**src/design/per_client_delay_tracker_core_macros.svh**
```systemverilog
// Assertion macros for the per-client delay tracker
`ifndef PER_CLIENT_DELAY_TRACKER_CORE_MACROS_SVH
`define PER_CLIENT_DELAY_TRACKER_CORE_MACROS_SVH
`ifndef SYNTH
`define PCDT_ASSERT_IMPL(label, clk, rstn, ante, cons) \
  label: assert property (@(posedge clk) disable iff (!rstn) (ante) |-> (cons)) \
    else $error("assertion failed");
`define PCDT_ASSERT_NEXT(label, clk, rstn, ante, cons) \
  label: assert property (@(posedge clk) disable iff (!rstn) (ante) |=> (cons)) \
    else $error("assertion failed");
`else
`define PCDT_ASSERT_IMPL(label, clk, rstn, ante, cons)
`define PCDT_ASSERT_NEXT(label, clk, rstn, ante, cons)
`endif
`endif

```
**src/design/pcdt_ram.sv**
```systemverilog
// Generic single-port synchronous RAM with registered read
module pcdt_ram #(
  parameter int unsigned Width = 8,
  parameter int unsigned Depth = 16
) (
  input  logic                     clk_i,
  input  logic                     we_i,
  input  logic [$clog2(Depth)-1:0] addr_i,
  input  logic [Width-1:0]         wdata_i,
  output logic [Width-1:0]         rdata_o
);
  logic [Width-1:0] mem [Depth];
  always_ff @(posedge clk_i) begin
    if (we_i) mem[addr_i] <= wdata_i;
    rdata_o <= mem[addr_i];
  end
endmodule
```
**config.mk**
```make
export PLATFORM = sky130hd
export DESIGN_NAME = pcdt_ram
export DESIGN_NICKNAME = d
export VERILOG_FILES = /design/src/design/per_client_delay_tracker_core_macros.svh /design/src/design/pcdt_ram.sv
export SDC_FILE = /design/constraint.sdc
export NUM_CORES = 1
export LEC_CHECK = 0
export ABC_AREA = 1
export BUFFER_PORTS_ARGS = -buffer_cell sky130_fd_sc_hd__buf_2
export CAP_MARGIN = 20
export CORE_MARGIN = 1
export CORE_UTILIZATION = 30
export CTS_CLUSTER_DIAMETER = 60
export DETAILED_ROUTE_END_ITERATION = 8
export GPL_ROUTABILITY_DRIVEN = 0
export HOLD_SLACK_MARGIN = 0.12
export SYNTH_ARGS = -nofsm -noshare
export SYNTH_HDL_FRONTEND = slang
export SYNTH_SLANG_ARGS = --single-unit
```
**constraint.sdc**
```tcl
create_clock -name clk_i -period 2 [get_ports clk_i]
set_clock_uncertainty 0.15 [all_clocks]
set_input_delay 0.3 -clock clk_i [delete_from_list [all_inputs] [get_ports clk_i]]
set_output_delay 0.3 -clock clk_i [all_outputs]
set_load 0.02 [all_outputs]
```
==> impl_metrics.env, run 1 <==
export IMPL_status="finished clean"
export IMPL_cp_startpoint="rdata_o[0]$_DFF_P_"
export IMPL_leakage_nw=2.86
export IMPL_wire_per_inst_um=15.5
export IMPL_layout_min_cycle_time_ns=1.43
export IMPL_grt_max_degree=49
export IMPL_syn_inst=548
export IMPL_report_final_hold_viol_count=0
export IMPL_synth_distinct_cells=11
export IMPL_hold_buffers=0
export IMPL_clockPowerShare_pct=47.4
export IMPL_antenna_left=0
export IMPL_required_ns=1.55
export IMPL_cts_root_buffer="clkbuf_16"
export IMPL_ir_worst_vdd_mv=0.713
export IMPL_hold_path_depth=1
export IMPL_initial_core_util_pct=30.8
export IMPL_grtUsageTotal_pct=14.5
export IMPL_critPathCaptureType="output pin"
export IMPL_reg2reg_slack_ns=0.84
export IMPL_p_sw_share_pct=21.8
export IMPL_cp_data_arrival_time_ns=0.98
export IMPL_synth_avg_cell_area_um2=10.2
export IMPL_synth_area_leaders="edfxtp_1, nand2_1, dfxtp_1, inv_1, nor2_1"
export IMPL_critPathKind="reg2out"
export IMPL_grt_overflow_total=0
export IMPL_hp_class="in2reg"
export IMPL_syn_nets=562
export IMPL_start_kind="flop"
export IMPL_rsz0062_at_grt="false"
export IMPL_area_growth_pct=19.8
export IMPL_boundaryPins=22
export IMPL_grt_pass1_wl_um=20200
export IMPL_dr_pass1_iters=4
export IMPL_vias=3695
export IMPL_switchingPower_mw=1.50
export IMPL_grt_antenna_before_repair=0
export IMPL_drc_errors=0
export IMPL_synth_top_area_share_pct=68.7
export IMPL_place_hpwl_um=8240
export IMPL_crit_chain="buf_2"
export IMPL_diodes=0
export IMPL_ff2ff_path_depth=8
export IMPL_hold_worst_slack_ns=0.152
export IMPL_synth_seq_area_share_pct=71.6
export IMPL_slew_headroom_pct=70.9
export IMPL_row_count=49
export IMPL_p_per_area_nw_per_um2=1030
export IMPL_die_x_um=139
export IMPL_drive_above_1_share_pct=13.2
export IMPL_die_area_um2=19200
export IMPL_cp_slowest_cell="dfxtp_1"
export IMPL_clock_path_buffers=2
export IMPL_synth_edf_count=128
export IMPL_synth_seq_cells=136
export IMPL_cap_violations=0
export IMPL_seqPwrFrac_pct=46.5
export IMPL_p_int_mw=5.39
export IMPL_cts_buffers=17
export IMPL_post_cts_resized=0
export IMPL_grt_pass1_vias=3650
export IMPL_r2r_end="rdata_o[5]$_DFF_P_"
export IMPL_drt_iter0_markers=324
export IMPL_slew_violations=0
export IMPL_avgViaCountPerCell=4.43
export IMPL_period_share_pct=71.3
export IMPL_fin_nets=607
export IMPL_drt_total_wl_um=12900
export IMPL_path_max_fanout=1
export IMPL_cts_reportedPaths_clkPinSlew_ns=0.06
export IMPL_post_cts_buffers=0
export IMPL_p_comb_share_pct=6.1
export IMPL_port_buffers=21
export IMPL_core_um2=18100
export IMPL_rr_startpoint="mem[2][5]$_DFFE_PP_"
export IMPL_syn_area_um2=5590
export IMPL_max_stage_delay_ns=0.37
export IMPL_hold_path_startpoint="wdata_i[2]"
export IMPL_holdPathEnd="mem[0][2]$_DFFE_PP_"
export IMPL_fmax_ghz=0.701
export IMPL_path_buf_inv=1
export IMPL_yosysWarnings=0
export IMPL_synth_common_cells="nand2_1, edfxtp_1, inv_1"
export IMPL_clk_latency_ns=0.42
export IMPL_crit_family="flip-flops"
export IMPL_tns_ns=0
export IMPL_worst_slew_pin_slew_ns=0.436
export IMPL_fp_dieH_um=139
export IMPL_fillCellCount=1800
export IMPL_synth_top_cell_by_area="edfxtp_1"
export IMPL_synth_async_reset_ratio_pct=0
export IMPL_synth_ff_type="edfxtp_1"
export IMPL_setup_violations=0
export IMPL_yosysMostFrequentCell="nand2_1"
export IMPL_htree_levels=4
export IMPL_cts_tree="done"
export IMPL_clock_sinks=136
-- logic make-up after synthesis --
| logic type | Yosys count | share of synthesized area, % |
|---|---|---|
| AND/OR/NAND/NOR | 368 | 24.8 |
| flip-flops | 136 | 71.6 |
| buffers and inverters | 44 | 3.62 |
-- metrics by stage --
step           setup slack, ns  instances  area (µm²)  util (%)  power, mW
2_1_floorplan            0.173        548        5590         -       3.51
3_3_place_gp             0.321        803        6080      33.5       3.69
3_5_place_dp             0.328        803        6080      33.5       3.69
4_1_cts                  0.557        835        6700      36.9       6.95
5_1_grt                  0.542        835        6700      36.9       7.12
6_report                 0.573        835        6700      36.9       6.89
-- layer usage --
metal,wire length (µm),up-vias,GRT usage (%)
met5,0,-,0
met4,326,0,7.04
met3,840,24,3.90
met2,6330,97,23.7
met1,5420,1732,17.8
li1,-,1842,-
-- cell usage in the layout (no fill, tap or decap), types with 3 or more instances in the layout --
cell,netlist,layout
nand2_1,346,346
edfxtp_1,128,128
buf_4,6,25
inv_1,21,21
buf_2,12,21
nor2_1,18,18
clkbuf_16,0,17
dfxtp_1,8,8
nand3_1,4,4
clkinvlp_4,0,4
bufinv_16,0,4
clkinv_2,0,3
-- worst reg2reg max path: stages (launching register included) --
cell and delay, ns:
edfxtp_1 0.37, nand2_1 0.07, nand2_1 0.07, nand2_1 0.08, nand2_1 0.05, nand2_1 0.05, nand2_1 0.09, inv_1 0.07
nand2_1 0.04
-- power by group through the flow --
| stage | Clock (mW) | Sequential, mW | Combinational (mW) |
|---|---|---|---|
| 2_1_floorplan | 0 | 3.29 | 0.220 |
| 3_3_place_gp | 0 | 3.27 | 0.422 |
| 3_5_place_dp | 0 | 3.27 | 0.424 |
| 4_1_cts | 3.31 | 3.21 | 0.425 |
| 5_1_grt | 3.45 | 3.21 | 0.468 |
| 6_report | 3.27 | 3.21 | 0.417 |
-- area by class of cell --
class	instances	area, µm²	area share, %
Clock buffer	17	425	6.35
Clock inverter	15	200	2.99
Timing Repair Buffer	47	313	4.67
Sequential cell	136	4000	59.7
Multi-Input combinational cell	368	1390	20.7
Tap cell	229	287	4.28
Inverter	23	86.3	1.29
-- flip-flops by register name, indices dropped and copies added (netlist names) --
signal and cells:
mem 128, rdata_o 8
-- how the worst max path moves through the flow --
| stage | slack, ns | end | depth (start not counted) |
|---|---|---|---|
| 6_report | 0.57 | rdata_o[0] | 1 |
| 5_1_grt | 0.54 | rdata_o[0] | 1 |
| 4_1_cts | 0.56 | rdata_o[0] | 1 |
| 3_5_place_dp | 0.33 | rdata_o[3]$_DFF_P_ | 10 |
| 3_3_place_gp | 0.32 | rdata_o[3]$_DFF_P_ | 10 |
| 2_1_floorplan | 0.17 | mem[3][0]$_DFFE_PP_ | 4 |
(Power assumes the default switching activity.)
==> run 2, diff against run 1 <==
Settings changed: ABC_AREA 1 to 0.
Clock period 2 ns to 1.45 ns, I/O delays scaled along.
==> run 2 against run 1 <==
Compared with the run above:
- the run now ends with setup timing left
- global-route usage down 0.67 points
- critical path depth rose by 2
- non-clock buffer count is 22 higher
- sequential share of layout area grew 0.12 points
- sequential power increased by 38%
- setup slack worse by 0.58 ns
- worst hold slack gained 0.14 ns
- register-to-register slack lost 0.84 ns
- first-iteration DRC count shrank 18%
- largest power group is now registers
==> impl_metrics.env, run 2 <==
export IMPL_dp_worst_setup_slack_ns=-0.451
export IMPL_violations="setup timing"
export IMPL_final_cells=540
export IMPL_dr_pass1_iters=4
export IMPL_period_share_pct=100
export IMPL_fin_nets=321
export IMPL_clock_path_buffers=2
export IMPL_wire_per_inst_um=20.1
export IMPL_htree_levels=4
export IMPL_diodes=0
export IMPL_cp_startpoint="mem[7][4]$_DFFE_PP_"
export IMPL_critPathCaptureType="flop"
export IMPL_postPlaceCellArea_um2=6030
export IMPL_port_buffers=21
export IMPL_syn_area_um2=5070
export IMPL_hold_path_startpoint="addr_i[2]"
export IMPL_cts_reportedPaths_clkPinSlew_ns=0.05
export IMPL_start_kind="flop"
export IMPL_post_cts_buffers=0
export IMPL_initial_core_util_pct=30.7
export IMPL_largest_reg_flops=128
export IMPL_yosysMostFrequentCell="edfxtp_1"
export IMPL_fillCellCount=1450
export IMPL_critPathKind="reg2reg"
export IMPL_grt_overflow_total=0
export IMPL_synth_seq_area_share_pct=79.0
export IMPL_rsz0062_at_grt="true"
export IMPL_final_common_cell="edfxtp_1"
export IMPL_dp_cells=500
export IMPL_slew_violations=0
export IMPL_grt_pass1_vias=2633
export IMPL_p_per_area_nw_per_um2=1320
export IMPL_fp_dieH_um=132
export IMPL_synth_top_area_share_pct=75.9
export IMPL_fin_util_pct=40.5
export IMPL_grt_pass1_wl_um=16900
export IMPL_slew_headroom_pct=39.0
export IMPL_synth_async_reset_ratio_pct=0
export IMPL_synth_area_leaders="edfxtp_1, mux4_2, dfxtp_1, a22oi_1, nor2_1"
export IMPL_synth_distinct_cells=18
export IMPL_antenna_left=0
export IMPL_register_area_um2=4000
export IMPL_clk_latency_ns=0.42
export IMPL_boundaryPins=22
export IMPL_grtUsageTotal_pct=13.8
export IMPL_grt_max_degree=17
export IMPL_stdcell_area_um2=6690
export IMPL_vias=2489
export IMPL_synth_seq_cells=136
export IMPL_drt_total_wl_um=10900
export IMPL_syn_inst=230
export IMPL_leakage_nw=2.19
export IMPL_layout_common_cells="edfxtp_1, mux4_2, buf_4, buf_2"
export IMPL_reg_top3="mem: 128 flops, rdata_o: 8 flops"
export IMPL_cts_buffers=17
export IMPL_die_x_um=132
export IMPL_die_area_um2=17400
export IMPL_layout_min_cycle_time_ns=1.45
export IMPL_cts_root_buffer="clkbuf_16"
export IMPL_worst_slew_pin_slew_ns=0.914
export IMPL_row_count=47
export IMPL_status="finished, violations left"
export IMPL_drc_errors=0
export IMPL_yosysWarnings=0
export IMPL_setup_violations=1
export IMPL_synth_avg_cell_area_um2=22.0
export IMPL_rr_startpoint="mem[7][4]$_DFFE_PP_"
export IMPL_synth_edf_count=128
export IMPL_multi_input_area_um2=1180
export IMPL_timing_final_ws_setup_ns=-0.00454
export IMPL_hp_class="in2reg"
export IMPL_syn_nets=244
export IMPL_core_um2=16500
export IMPL_required_ns=1.60
export IMPL_avgViaCountPerCell=4.61
export IMPL_clock_sinks=136
export IMPL_area_growth_pct=32.0
export IMPL_drt_iter0_markers=266
export IMPL_synth_top_cell_by_area="edfxtp_1"
export IMPL_path_max_fanout=1
export IMPL_synth_ff_type="edfxtp_1"
export IMPL_regMostFlops="mem"
export IMPL_report_final_hold_viol_count=0
export IMPL_cts_tree="done"
export IMPL_synth_common_cells="edfxtp_1, mux4_2, a22oi_1"
export IMPL_ir_worst_vdd_mv=0.871
export IMPL_cp_data_arrival_time_ns=1.60
export IMPL_place_hpwl_um=7200
export IMPL_hold_worst_slack_ns=0.290
export IMPL_drive_above_1_share_pct=45.9
export IMPL_fmax_ghz=0.688
export IMPL_grt_antenna_before_repair=0
export IMPL_cap_violations=0
==> run 2: changes by cell type after synthesis, moves of 3 or more <==
cell	change
nand2_1	-337
mux4_2	+32
inv_1	-21
a22oi_1	+16
buf_2	-10
buf_4	-6
nor2_1	-5
buf_1	+4
nor3_1	+4
nand3_1	-3
==> run 2: through the flow <==
step	power (mW)	setup TNS, ns
final	8.82	-0.00454
after global routing	9.09	-0.109
after CTS	8.88	-0.0132
after detailed placement	5.07	-29.96
after global placement	5.06	-29.65
after floorplan	4.79	-1.59
==> run 2: critical path: stages, from the launching register on <==
cell and delay, ns:
edfxtp_1 0.37, mux4_2 0.53, a22oi_2 0.22, nand2_1 0.08
==> run 2: logic make-up (layout without fill, tap and decap cells) <==
| group | count (synthesis) | after routing | share of synthesized area, % |
|---|---|---|---|
| flops | 136 | 136 | 79.0 |
| mux | 32 | 32 | 14.2 |
| compound gates | 16 | 16 | 2.37 |
| buf+inv | 11 | 101 | 1.19 |
| simple gates | 35 | 35 | 3.21 |
==> run 2: final timing paths <==
path,endpoint,slack [ns],depth (start not counted)
max,rdata_o[4]$_DFF_P_,-0.005,3
min,mem[2][5]$_DFFE_PP_,0.29,4
max reg2reg,rdata_o[4]$_DFF_P_,-0.005,3
min reg2reg,rdata_o[2]$_DFF_P_,0.53,3
==> run 2: what timing repair did <==
item / CTS / global route
endpoints found under the setup margin: 7 / 7
resized for setup: 7 / 3
endpoints found under the hold margin: 128 / 0
pin swaps: 0 / 10
hold buffers: 8 / 0
==> run 2: layout make-up <==
type / count / share of cell area, %
Sequential cell: 136 / 59.9
Multi-Input combinational cell: 83 / 17.7
Timing Repair Buffer: 69 / 10.4
Clock buffer: 29 / 7.63
Tap cell: 220 / 4.12
Clock inverter: 3 / 0.225
==> run 2: where the power goes <==
group          total, mW  switching (mW)  internal (mW)
Clock               3.80            1.45           2.36
Combinational      0.597           0.328          0.269
Sequential          4.42          0.0228           4.40
==> run 2: metal layers <==
metal / track usage, % / vias to the layer above / wire, µm
met5: 0 / - / 0
met4: 4.65 / 0 / 102
met3: 4.65 / 8 / 564
met2: 20.2 / 54 / 5070
met1: 19.4 / 1305 / 5130
li1: - / 1122 / -
